<file path="src/hw/rtl/mbrf_pkg.sv">
// ============================================================================
// Modbus RTU request framer package
// Shared types and constants for the framer front end, command queue and
// result back end.
// ============================================================================
package mbrf_pkg;

	// Default size of the frame store in bytes.
	localparam int BUFFER_BYTES_DEF = 64;

	// Width of a frame length; a variable frame may be up to 9 + 255 bytes long.
	localparam int NEED_W = 9;

	// Frame layout.
	localparam int HDR_BYTES      = 7;  // address, function, two words, byte count
	localparam int PAYLOAD_OFS    = 7;  // first payload byte of codes 15 and 16
	localparam int FIXED_LEN      = 8;  // frame length of codes 1 to 6
	localparam int VAR_BASE       = 9;  // frame length of codes 15 and 16 without payload
	localparam int UNKNOWN_MIN    = 4;  // bytes held before an unknown code is dropped

	// Function codes.
	localparam logic [7:0] FC_FIXED_LO  = 8'd1;
	localparam logic [7:0] FC_FIXED_HI  = 8'd6;
	localparam logic [7:0] FC_WR_COILS  = 8'd15;
	localparam logic [7:0] FC_WR_REGS   = 8'd16;

	// CRC-16 of the RTU framing.
	localparam logic [15:0] CRC_INIT = 16'hFFFF;
	localparam logic [15:0] CRC_POLY = 16'hA001;

	typedef enum logic [1:0] {
		KIND_HEADER  = 2'd0,
		KIND_PAYLOAD = 2'd1,
		KIND_CRC_ERR = 2'd2,
		KIND_UNKNOWN = 2'd3
	} kind_t;

	// One finished frame, handed from the front end to the back end.
	typedef struct packed {
		kind_t       kind;
		logic [7:0]  dev_addr;
		logic [7:0]  func_code;
		logic [15:0] first_word;
		logic [15:0] second_word;
		logic [7:0]  payload_count;
	} cmd_t;

	// One result on the output stream.
	typedef struct packed {
		kind_t       kind;
		logic [7:0]  dev_addr;
		logic [7:0]  func_code;
		logic [15:0] first_word;
		logic [15:0] second_word;
		logic [7:0]  payload_count;
		logic [7:0]  data_byte;
		logic        last;
	} res_t;

	typedef enum logic [1:0] {
		B_IDLE,
		B_RD,
		B_PAY
	} back_state_t;

endpackage

</file>
<file path="src/hw/rtl/mbrf_ram.sv">
// ============================================================================
// Generic single-port-write RAM
// One write port and one read port with registered read data.
// ============================================================================
module mbrf_ram #(
	parameter int WIDTH = 8,
	parameter int DEPTH = 64
) (
	input  logic                     clk,
	input  logic                     we,
	input  logic [$clog2(DEPTH)-1:0] waddr,
	input  logic [WIDTH-1:0]         wdata,
	input  logic                     re,
	input  logic [$clog2(DEPTH)-1:0] raddr,
	output logic [WIDTH-1:0]         rdata
);

	logic [WIDTH-1:0] mem [DEPTH];

	always_ff @(posedge clk) begin
		if (we) begin
			mem[waddr] <= wdata;
		end
		if (re) begin
			rdata <= mem[raddr];
		end
	end

endmodule

</file>
<file path="src/hw/rtl/mbrf_front.sv">
// ============================================================================
// Framer front end
// Stores received bytes, runs the CRC, tracks the frame length and queues a
// command for every frame that completes or has an unknown function code.
// ============================================================================
module mbrf_front
	import mbrf_pkg::*;
#(
	parameter int BUFFER_BYTES = BUFFER_BYTES_DEF
) (
	input  logic                            clk,
	input  logic                            arst_n,
	input  logic                            in_valid,
	output logic                            in_ready,
	input  logic [7:0]                      rx_byte,
	input  logic                            gap_expired,
	input  logic                            queue_full,
	input  logic                            pay_done,
	output logic                            push,
	output cmd_t                            cmd,
	output logic                            wr_en,
	output logic [$clog2(BUFFER_BYTES)-1:0] wr_addr,
	output logic [7:0]                      wr_data
);

	localparam int FW = $clog2(BUFFER_BYTES + 1);
	localparam int AW = $clog2(BUFFER_BYTES);

	function automatic logic [15:0] crc_fold(input logic [15:0] crc, input logic [7:0] b);
		logic [15:0] c;
		c = crc ^ {8'h00, b};
		for (int k = 0; k < 8; k++) begin
			c = c[0] ? ((c >> 1) ^ CRC_POLY) : (c >> 1);
		end
		return c;
	endfunction

	logic [FW-1:0]     fill_q;
	logic [15:0]       crc_q;
	logic              lock_q;
	logic [7:0]        hdr_q [HDR_BYTES];
	logic [7:0]        b1_q;
	logic [7:0]        b2_q;

	logic              accept;
	logic [FW-1:0]     fill_eff;
	logic [FW-1:0]     fill_new;
	logic [15:0]       crc_eff;
	logic [15:0]       crc_new;
	logic [7:0]        hdr_n [HDR_BYTES];
	logic              is_fixed;
	logic              is_var;
	logic [NEED_W-1:0] need;
	logic              unk_hit;
	logic              done_hit;
	logic              overflow;
	logic              crc_ok;
	logic              clear;

	// A good frame with payload locks the store until the back end has read it.
	assign in_ready = !queue_full && !lock_q;
	assign accept   = in_valid && in_ready;

	always_comb begin
		fill_eff = gap_expired ? '0 : fill_q;
		fill_new = fill_eff + FW'(1);
		crc_eff  = gap_expired ? CRC_INIT : crc_q;
		// The CRC trails the store by two bytes, which hold the received CRC.
		crc_new  = (fill_eff >= FW'(2)) ? crc_fold(crc_eff, b2_q) : crc_eff;
		for (int i = 0; i < HDR_BYTES; i++) begin
			hdr_n[i] = (fill_eff == FW'(i)) ? rx_byte : hdr_q[i];
		end

		is_fixed = (hdr_n[1] >= FC_FIXED_LO) && (hdr_n[1] <= FC_FIXED_HI);
		is_var   = (hdr_n[1] == FC_WR_COILS) || (hdr_n[1] == FC_WR_REGS);
		if (is_fixed) begin
			need = NEED_W'(FIXED_LEN);
		end else if (is_var && (fill_new >= FW'(HDR_BYTES))) begin
			need = NEED_W'(VAR_BASE) + {1'b0, hdr_n[6]};
		end else begin
			need = '0;
		end

		unk_hit  = !is_fixed && !is_var && (fill_new >= FW'(UNKNOWN_MIN));
		done_hit = (need != '0) && (NEED_W'(fill_new) == need);
		overflow = (fill_new == FW'(BUFFER_BYTES));
		crc_ok   = (crc_new == {rx_byte, b1_q});
		clear    = unk_hit || done_hit || overflow;
		push     = accept && (unk_hit || done_hit);

		cmd.dev_addr  = hdr_n[0];
		cmd.func_code = hdr_n[1];
		if (unk_hit) begin
			cmd.kind          = KIND_UNKNOWN;
			cmd.first_word    = '0;
			cmd.second_word   = '0;
			cmd.payload_count = '0;
		end else begin
			cmd.kind          = crc_ok ? KIND_HEADER : KIND_CRC_ERR;
			cmd.first_word    = {hdr_n[2], hdr_n[3]};
			cmd.second_word   = {hdr_n[4], hdr_n[5]};
			cmd.payload_count = is_var ? hdr_n[6] : '0;
		end
	end

	assign wr_en   = accept;
	assign wr_addr = fill_eff[AW-1:0];
	assign wr_data = rx_byte;

	always_ff @(posedge clk or negedge arst_n) begin
		if (!arst_n) begin
			fill_q <= '0;
			crc_q  <= CRC_INIT;
			lock_q <= 1'b0;
		end else begin
			if (accept) begin
				if (clear) begin
					fill_q <= '0;
					crc_q  <= CRC_INIT;
				end else begin
					fill_q <= fill_new;
					crc_q  <= crc_new;
				end
			end
			if (push && (cmd.kind == KIND_HEADER) && (cmd.payload_count != '0)) begin
				lock_q <= 1'b1;
			end else if (pay_done) begin
				lock_q <= 1'b0;
			end
		end
	end

	always_ff @(posedge clk) begin
		if (accept) begin
			for (int i = 0; i < HDR_BYTES; i++) begin
				hdr_q[i] <= hdr_n[i];
			end
			b1_q <= rx_byte;
			b2_q <= b1_q;
		end
	end

	a_fill_in_range: assert property (@(posedge clk) disable iff (!arst_n)
		fill_q < FW'(BUFFER_BYTES))
		else $error("fill count reached the store size");

	a_no_accept_locked: assert property (@(posedge clk) disable iff (!arst_n)
		$past(push && (cmd.kind == KIND_HEADER) && (cmd.payload_count != '0)) |-> !accept)
		else $error("byte accepted while payload still unread");

endmodule

</file>
<file path="src/hw/rtl/mbrf_cmd_fifo.sv">
// ============================================================================
// Command queue
// Two-entry queue of frame commands between the front end and back end.
// ============================================================================
module mbrf_cmd_fifo
	import mbrf_pkg::*;
(
	input  logic clk,
	input  logic arst_n,
	input  logic push,
	input  cmd_t push_cmd,
	input  logic pop,
	output cmd_t head,
	output logic full,
	output logic empty
);

	cmd_t       mem_q [2];
	logic       wr_q;
	logic       rd_q;
	logic [1:0] cnt_q;

	assign full  = (cnt_q == 2'd2);
	assign empty = (cnt_q == 2'd0);
	assign head  = mem_q[rd_q];

	always_ff @(posedge clk or negedge arst_n) begin
		if (!arst_n) begin
			wr_q  <= 1'b0;
			rd_q  <= 1'b0;
			cnt_q <= 2'd0;
		end else begin
			if (push) begin
				wr_q <= !wr_q;
			end
			if (pop) begin
				rd_q <= !rd_q;
			end
			cnt_q <= cnt_q + {1'b0, push} - {1'b0, pop};
		end
	end

	always_ff @(posedge clk) begin
		if (push) begin
			mem_q[wr_q] <= push_cmd;
		end
	end

	a_no_push_full: assert property (@(posedge clk) disable iff (!arst_n)
		push |-> !full)
		else $error("command pushed into a full queue");

endmodule

</file>
<file path="src/hw/rtl/mbrf_back.sv">
// ============================================================================
// Framer back end
// Turns queued commands into results: one header, CRC error or discard result,
// then the payload bytes of a good frame read back from the frame store.
// ============================================================================
module mbrf_back
	import mbrf_pkg::*;
#(
	parameter int BUFFER_BYTES = BUFFER_BYTES_DEF
) (
	input  logic                            clk,
	input  logic                            arst_n,
	input  logic                            empty,
	input  cmd_t                            head,
	output logic                            pop,
	output logic                            rd_en,
	output logic [$clog2(BUFFER_BYTES)-1:0] rd_addr,
	input  logic [7:0]                      rd_data,
	output logic                            pay_done,
	output logic                            out_valid,
	input  logic                            out_ready,
	output res_t                            out_res
);

	localparam int AW = $clog2(BUFFER_BYTES);

	back_state_t state_q;
	back_state_t state_n;
	logic [7:0]  idx_q;
	logic [7:0]  cnt_q;
	logic        valid_q;
	res_t        res_q;

	logic        slot_free;
	logic        load;
	res_t        res_n;
	logic        pay_last;
	logic [8:0]  rd_sum;

	assign slot_free = !valid_q || out_ready;
	assign pay_last  = (idx_q == cnt_q - 8'd1);
	assign rd_sum    = 9'(PAYLOAD_OFS) + {1'b0, idx_q};
	assign rd_addr   = rd_sum[AW-1:0];

	always_comb begin
		state_n = state_q;
		case (state_q)
			B_IDLE: begin
				if (!empty && slot_free && (head.kind == KIND_HEADER)
						&& (head.payload_count != '0)) begin
					state_n = B_RD;
				end
			end
			B_RD: begin
				state_n = B_PAY;
			end
			B_PAY: begin
				if (slot_free) begin
					state_n = pay_last ? B_IDLE : B_RD;
				end
			end
			default: begin
				state_n = B_IDLE;
			end
		endcase
	end

	always_comb begin
		pop      = 1'b0;
		rd_en    = 1'b0;
		load     = 1'b0;
		pay_done = 1'b0;
		res_n    = '0;
		case (state_q)
			B_IDLE: begin
				if (!empty && slot_free) begin
					pop                 = 1'b1;
					load                = 1'b1;
					res_n.kind          = head.kind;
					res_n.dev_addr      = head.dev_addr;
					res_n.func_code     = head.func_code;
					res_n.first_word    = head.first_word;
					res_n.second_word   = head.second_word;
					res_n.payload_count = head.payload_count;
					res_n.last          = (head.kind != KIND_HEADER)
						|| (head.payload_count == '0);
				end
			end
			B_RD: begin
				rd_en = 1'b1;
			end
			B_PAY: begin
				if (slot_free) begin
					load            = 1'b1;
					res_n.kind      = KIND_PAYLOAD;
					res_n.data_byte = rd_data;
					res_n.last      = pay_last;
					pay_done        = pay_last;
				end
			end
			default: begin
			end
		endcase
	end

	always_ff @(posedge clk or negedge arst_n) begin
		if (!arst_n) begin
			state_q <= B_IDLE;
			idx_q   <= '0;
			cnt_q   <= '0;
			valid_q <= 1'b0;
		end else begin
			state_q <= state_n;
			if (pop) begin
				idx_q <= '0;
				cnt_q <= head.payload_count;
			end else if ((state_q == B_PAY) && slot_free) begin
				idx_q <= idx_q + 8'd1;
			end
			if (load) begin
				valid_q <= 1'b1;
			end else if (out_ready) begin
				valid_q <= 1'b0;
			end
		end
	end

	always_ff @(posedge clk) begin
		if (load) begin
			res_q <= res_n;
		end
	end

	assign out_valid = valid_q;
	assign out_res   = res_q;

	a_payload_needs_count: assert property (@(posedge clk) disable iff (!arst_n)
		(state_q != B_IDLE) |-> (cnt_q != '0))
		else $error("payload read without a byte count");

	a_done_ends_frame: assert property (@(posedge clk) disable iff (!arst_n)
		pay_done |=> (out_valid && out_res.last && (out_res.kind == KIND_PAYLOAD)))
		else $error("final payload result not marked last");

endmodule

</file>
<file path="src/hw/rtl/modbus_rtu_request_framer.sv">
// ============================================================================
// Modbus RTU request framer
// Collects received serial bytes into RTU request frames, checks the CRC-16
// and emits a header, error or discard result, then any payload of a good frame.
// ============================================================================
// Input stream: one received byte per transfer in s_axis_tdata; s_axis_tuser
// flags that the inter-byte gap timer expired before the byte, which starts
// a new frame. Output stream: one result per transfer, kind in m_axis_tuser,
// tlast set on the final result of each frame. A byte that ends a frame has
// its header or error result written into the command queue and then loaded
// into the output register once the back end is idle and the output is free.
// Payload bytes of a good frame follow one at a time, each read back from the
// frame store through its registered read port; the input is held off until
// the last of them has been loaded into the output register. A two-entry
// command queue lets the front end keep taking bytes while a header result
// waits at the output.
// Reset empties the store and the queue and drops any result not yet taken;
// the store contents themselves are not cleared, so the block is ready the
// cycle after reset is released. When the receiver stalls, the output holds
// its result and the front end keeps taking bytes until the queue fills.
// Unknown function codes give one discard result after four bytes; a store
// that fills up without a complete frame is emptied without a result.
module modbus_rtu_request_framer
	import mbrf_pkg::*;
#(
	parameter int BUFFER_BYTES = BUFFER_BYTES_DEF
) (
	input  logic        clk,
	input  logic        arst_n,
	input  logic        s_axis_tvalid,
	output logic        s_axis_tready,
	input  logic [7:0]  s_axis_tdata,   // [7:0] rx_byte
	input  logic [0:0]  s_axis_tuser,   // [0] gap_expired
	output logic        m_axis_tvalid,
	input  logic        m_axis_tready,
	// [7:0] dev_addr, [15:8] func_code, [31:16] first_word,
	// [47:32] second_word, [55:48] payload_count, [63:56] data_byte
	output logic [63:0] m_axis_tdata,
	output logic [1:0]  m_axis_tuser,   // [1:0] kind
	output logic        m_axis_tlast
);

	localparam int AW = $clog2(BUFFER_BYTES);

	logic          push;
	cmd_t          push_cmd;
	logic          pop;
	cmd_t          head;
	logic          full;
	logic          empty;
	logic          pay_done;
	logic          wr_en;
	logic [AW-1:0] wr_addr;
	logic [7:0]    wr_data;
	logic          rd_en;
	logic [AW-1:0] rd_addr;
	logic [7:0]    rd_data;
	res_t          res;

	mbrf_front #(
		.BUFFER_BYTES(BUFFER_BYTES)
	) u_front (
		.clk         (clk),
		.arst_n      (arst_n),
		.in_valid    (s_axis_tvalid),
		.in_ready    (s_axis_tready),
		.rx_byte     (s_axis_tdata),
		.gap_expired (s_axis_tuser[0]),
		.queue_full  (full),
		.pay_done    (pay_done),
		.push        (push),
		.cmd         (push_cmd),
		.wr_en       (wr_en),
		.wr_addr     (wr_addr),
		.wr_data     (wr_data)
	);

	// Frame store: written by the front end, payload read by the back end.
	mbrf_ram #(
		.WIDTH(8),
		.DEPTH(BUFFER_BYTES)
	) u_store (
		.clk   (clk),
		.we    (wr_en),
		.waddr (wr_addr),
		.wdata (wr_data),
		.re    (rd_en),
		.raddr (rd_addr),
		.rdata (rd_data)
	);

	mbrf_cmd_fifo u_queue (
		.clk      (clk),
		.arst_n   (arst_n),
		.push     (push),
		.push_cmd (push_cmd),
		.pop      (pop),
		.head     (head),
		.full     (full),
		.empty    (empty)
	);

	mbrf_back #(
		.BUFFER_BYTES(BUFFER_BYTES)
	) u_back (
		.clk       (clk),
		.arst_n    (arst_n),
		.empty     (empty),
		.head      (head),
		.pop       (pop),
		.rd_en     (rd_en),
		.rd_addr   (rd_addr),
		.rd_data   (rd_data),
		.pay_done  (pay_done),
		.out_valid (m_axis_tvalid),
		.out_ready (m_axis_tready),
		.out_res   (res)
	);

	assign m_axis_tdata = {res.data_byte, res.payload_count, res.second_word,
		res.first_word, res.func_code, res.dev_addr};
	assign m_axis_tuser = res.kind;
	assign m_axis_tlast = res.last;

endmodule
</file>
<file path="config.mk">
export PLATFORM = sky130hd
export DESIGN_NAME = modbus_rtu_request_framer
export DESIGN_NICKNAME = d
export VERILOG_FILES = /design/src/hw/rtl/mbrf_pkg.sv /design/src/hw/rtl/mbrf_ram.sv /design/src/hw/rtl/mbrf_front.sv /design/src/hw/rtl/mbrf_cmd_fifo.sv /design/src/hw/rtl/mbrf_back.sv /design/src/hw/rtl/modbus_rtu_request_framer.sv
export SDC_FILE = /design/constraint.sdc
export NUM_CORES = 1
export LEC_CHECK = 0
export BUFFER_PORTS_ARGS = -buffer_cell sky130_fd_sc_hd__buf_2
export CAP_MARGIN = 20
export CORE_MARGIN = 2
export CORE_UTILIZATION = 50
export CTS_CLUSTER_DIAMETER = 80
export DETAILED_ROUTE_END_ITERATION = 8
export GPL_TIMING_DRIVEN = 1
export PLACE_DENSITY = 0.66
export REMOVE_ABC_BUFFERS = 1
export SLEW_MARGIN = 10
export SYNTH_ARGS = -nofsm -noshare
export SYNTH_HDL_FRONTEND = slang
export SYNTH_HIERARCHICAL = 1
export SYNTH_SLANG_ARGS = --single-unit
export TNS_END_PERCENT = 100
</file>
<file path="constraint.sdc">
create_clock -name clk -period 17 [get_ports clk]
set_input_delay 1.7 -clock clk [delete_from_list [all_inputs] [get_ports clk]]
set_output_delay 1.7 -clock clk [all_outputs]
set_load 0.02 [all_outputs]
</file>
==> reports/results.ini <==
[run_status]
status = completed

[hold_path]
min_path_type = flip-flop to flip-flop

[worst_setup_path]
arrival_ns = 7.52
critical_path_class = primary input to flip-flop
endpoint_kind = flip-flop
cp_max_fo = 48
startpoint_type = primary input
required_ns = 17.25

[timing]
final.setup_skew_ns = 0.0277
slew_headroom_pct = 26.2
tns_ns = 0
fmax_mhz = 138
hold_viol = 0
rsz0062_at_grt = false
tightestPinTransition_ns = 1.10
min_period_over_period_pct = 42.8
whs_ns = 0.480
slew_violations = 0
fin_crit_ns = 7.27
setup_viol = 0

[yosys]
async_reset_ff_share_pct = 5.72
synth_warnings = 6
synthTopCellsByArea = edfxtp_1 (67%), mux4_2 (8.2%), mux2_2 (3.3%), dfrtp_1 (2.2%), and2_1 (1.8%)
yosys_most_used_dff = edfxtp_1
synth_top_area_cell = edfxtp_1
synth_edf_count = 775
syn-cell-area_mm2 = 0.0346
synth-seq-cells = 822
syn_avg_cell_area_um2 = 17.2
synth_cells = 2015
yosysUniqueCellTypes = 91
seq_area_frac_synth_pct = 70.7
netlist.area_leader.share_pct = 67.3

[route]
drc = 0
drt-wirelength-per-cell_um = 24.6
avgViaCountPerCell = 5.93
num_vias = 18300
ant_nets = 0
dr.pass1.iters = 5
routed_wl_um = 76000
drt_iter0_markers = 1803

[clocking]
clock_sinks = 822
cts-root-buf = clkbuf_16
h-tree-depth = 3
clk_pin_slew_ns = 0.06
cts_tree = done
post-cts-setup-buffers = 0
cts-hold-fix-buffers = 0
cts_buffer_depth = 3
clk_latency_ns = 0.63
cts_resized = 0
numCtsBuffers = 85

[run]
drv_cap = 0

[global_routing]
antenna_found_initial = 1
grt_max_degree = 83
grt_pass1_wl_um = 114000
grt_usage_pct = 21.5
grt_pass1_vias = 18300
grt_remaining_overflow = 0

[die]
dieArea_mm2 = 0.0713
die_w_um = 267
core_area_mm2 = 0.0686
start_util_pct = 50.4
ios = 82
die_h_um = 267
rows = 96

[cells_and_area]
fin_nets = 2111
area_delta_synth_final_pct = 11.4
layout-drive-gt1-share_pct = 24.4
layout_common_cells = edfxtp_1 (775), nor2_1 (131), mux4_2 (126)
final_common_cell = edfxtp_1
fin_util_pct = 56.2

[place]
gp_congestion = 0.824
portBuffers = 81
dp_hpwl_um = 45500

[power_and_ir_drop]
peakVddDrop_uv = 61.4
total_power_mw = 4.10
p_leak_nw = 12.3
powerDensity_mw_per_mm2 = 106

## path summary, 6_finish.rpt
kind	slack, ns	cells after the start	start	to
max in group asynchronous	15.26	2	arst_n	u_queue/rd_q
min	0.48	0	u_front/b1_q[0]	u_front/b2_q[0]
max	9.73	18	s_axis_tuser	u_queue/mem_q[0][40]
min reg2reg	0.48	0	u_front/b1_q[0]	u_front/b2_q[0]
max reg2reg	10.76	16	u_front/fill_q[1]	u_queue/mem_q[0][40]
min in group asynchronous	1.23	2	arst_n	u_front/fill_q[4]
## cell families after synthesis
kind of cell / after synthesis / synth area share (%)
buffers and inverters: 166 / 2.58
AOI/OAI and AO/OA: 188 / 4.06
DFF: 822 / 70.7
adders and majority gates: 11 / 0.398
xor gates and xnor gates: 65 / 1.77
muxes: 276 / 13.1
and+or+nand+nor: 487 / 7.38
## power by group
group | switching (mW) | internal (mW) | total, mW
logic | 0.0391 | 0.00901 | 0.0481
clock network | 0.764 | 1.08 | 1.85
registers | 0.00000000000000000339 | 2.20 | 2.20
total | 0.803 | 3.30 | 4.10
## area by class of cell
class	count	area, µm²
Multi-Input combinational cell	1027	9300
Sequential cell	822	24500
Tap cell	931	1160
Antenna cell	1	2.50
Inverter	32	131
Clock inverter	49	527
Clock buffer	107	2250
Fill cell	5280	30000
Timing Repair Buffer	119	711
## per-layer routing
metal	global-route usage [%]	routed length, µm	up-vias
li1	-	-	8013
met1	31.3	33700	9615
met2	33.9	36200	575
met3	3.11	4360	104
met4	6.50	1770	0
met5	0	0	-
## Yosys cell counts, drive strengths merged (12+ instances only)
| cell | number |
|---|---|
| edfxtp | 775 |
| nor2 | 132 |
| mux4 | 126 |
| mux2 | 110 |
| and2 | 101 |
| nand2 | 77 |
| buf | 70 |
| clkbuf | 64 |
| mux2i | 40 |
| o21ai | 40 |
| xnor2 | 39 |
| nor2b | 36 |
| dfrtp | 31 |
| inv | 31 |
| nand3 | 30 |
| nor3 | 30 |
| xor2 | 23 |
| a21oi | 22 |
| dfstp | 16 |
| nand4 | 16 |
| and3 | 13 |
| o22ai | 12 |
## through the flow
| step | cells | cell area [µm²] | setup WS, ns |
|---|---|---|---|
| 2_1_floorplan | 1881 | 33800 | 6.64 |
| 3_3_place_gp | 2928 | 35700 | 9.28 |
| 3_5_place_dp | 2928 | 35700 | 9.09 |
| 4_1_cts | 3084 | 38500 | 9.75 |
| 5_1_grt | 3088 | 38600 | 9.17 |
| 6_report | 3088 | 38600 | 9.73 |
## flip-flops by register name (all words and copies together), names as in the netlist
name and cells:
u_store/mem 512, u_queue/mem_q 116, u_store/rdata 8, u_back/idx_q 8, u_queue/wr_q 1, u_queue/cnt_q 2
u_back/out_valid 1, u_front/b2_q 8, u_front/fill_q 7, u_front/hdr_q 56, u_back/state_q 2, u_back/cnt_q 8
u_front/crc_q 16, u_queue/rd_q 1, u_front/b1_q 8, u_back/out_res 67, u_front/lock_q 1
## worst max-delay path: stages
cell	delay, ns
buf_2	0.11
buf_4	0.25
nor2b_1	0.77
ha_1	0.55
nand3_4	0.30
mux2i_1	0.44
inv_1	0.11
ha_1	0.29
a21oi_1	0.24
nor2_1	0.09
xnor2_1	0.12
a22oi_1	0.31
o2bb2ai_1	0.14
o31ai_2	0.33
o2111ai_4	0.30
nor2_1	0.33
nor2b_4	0.41
buf_4	0.61
Note: power is estimated with default switching activity, not from simulation.
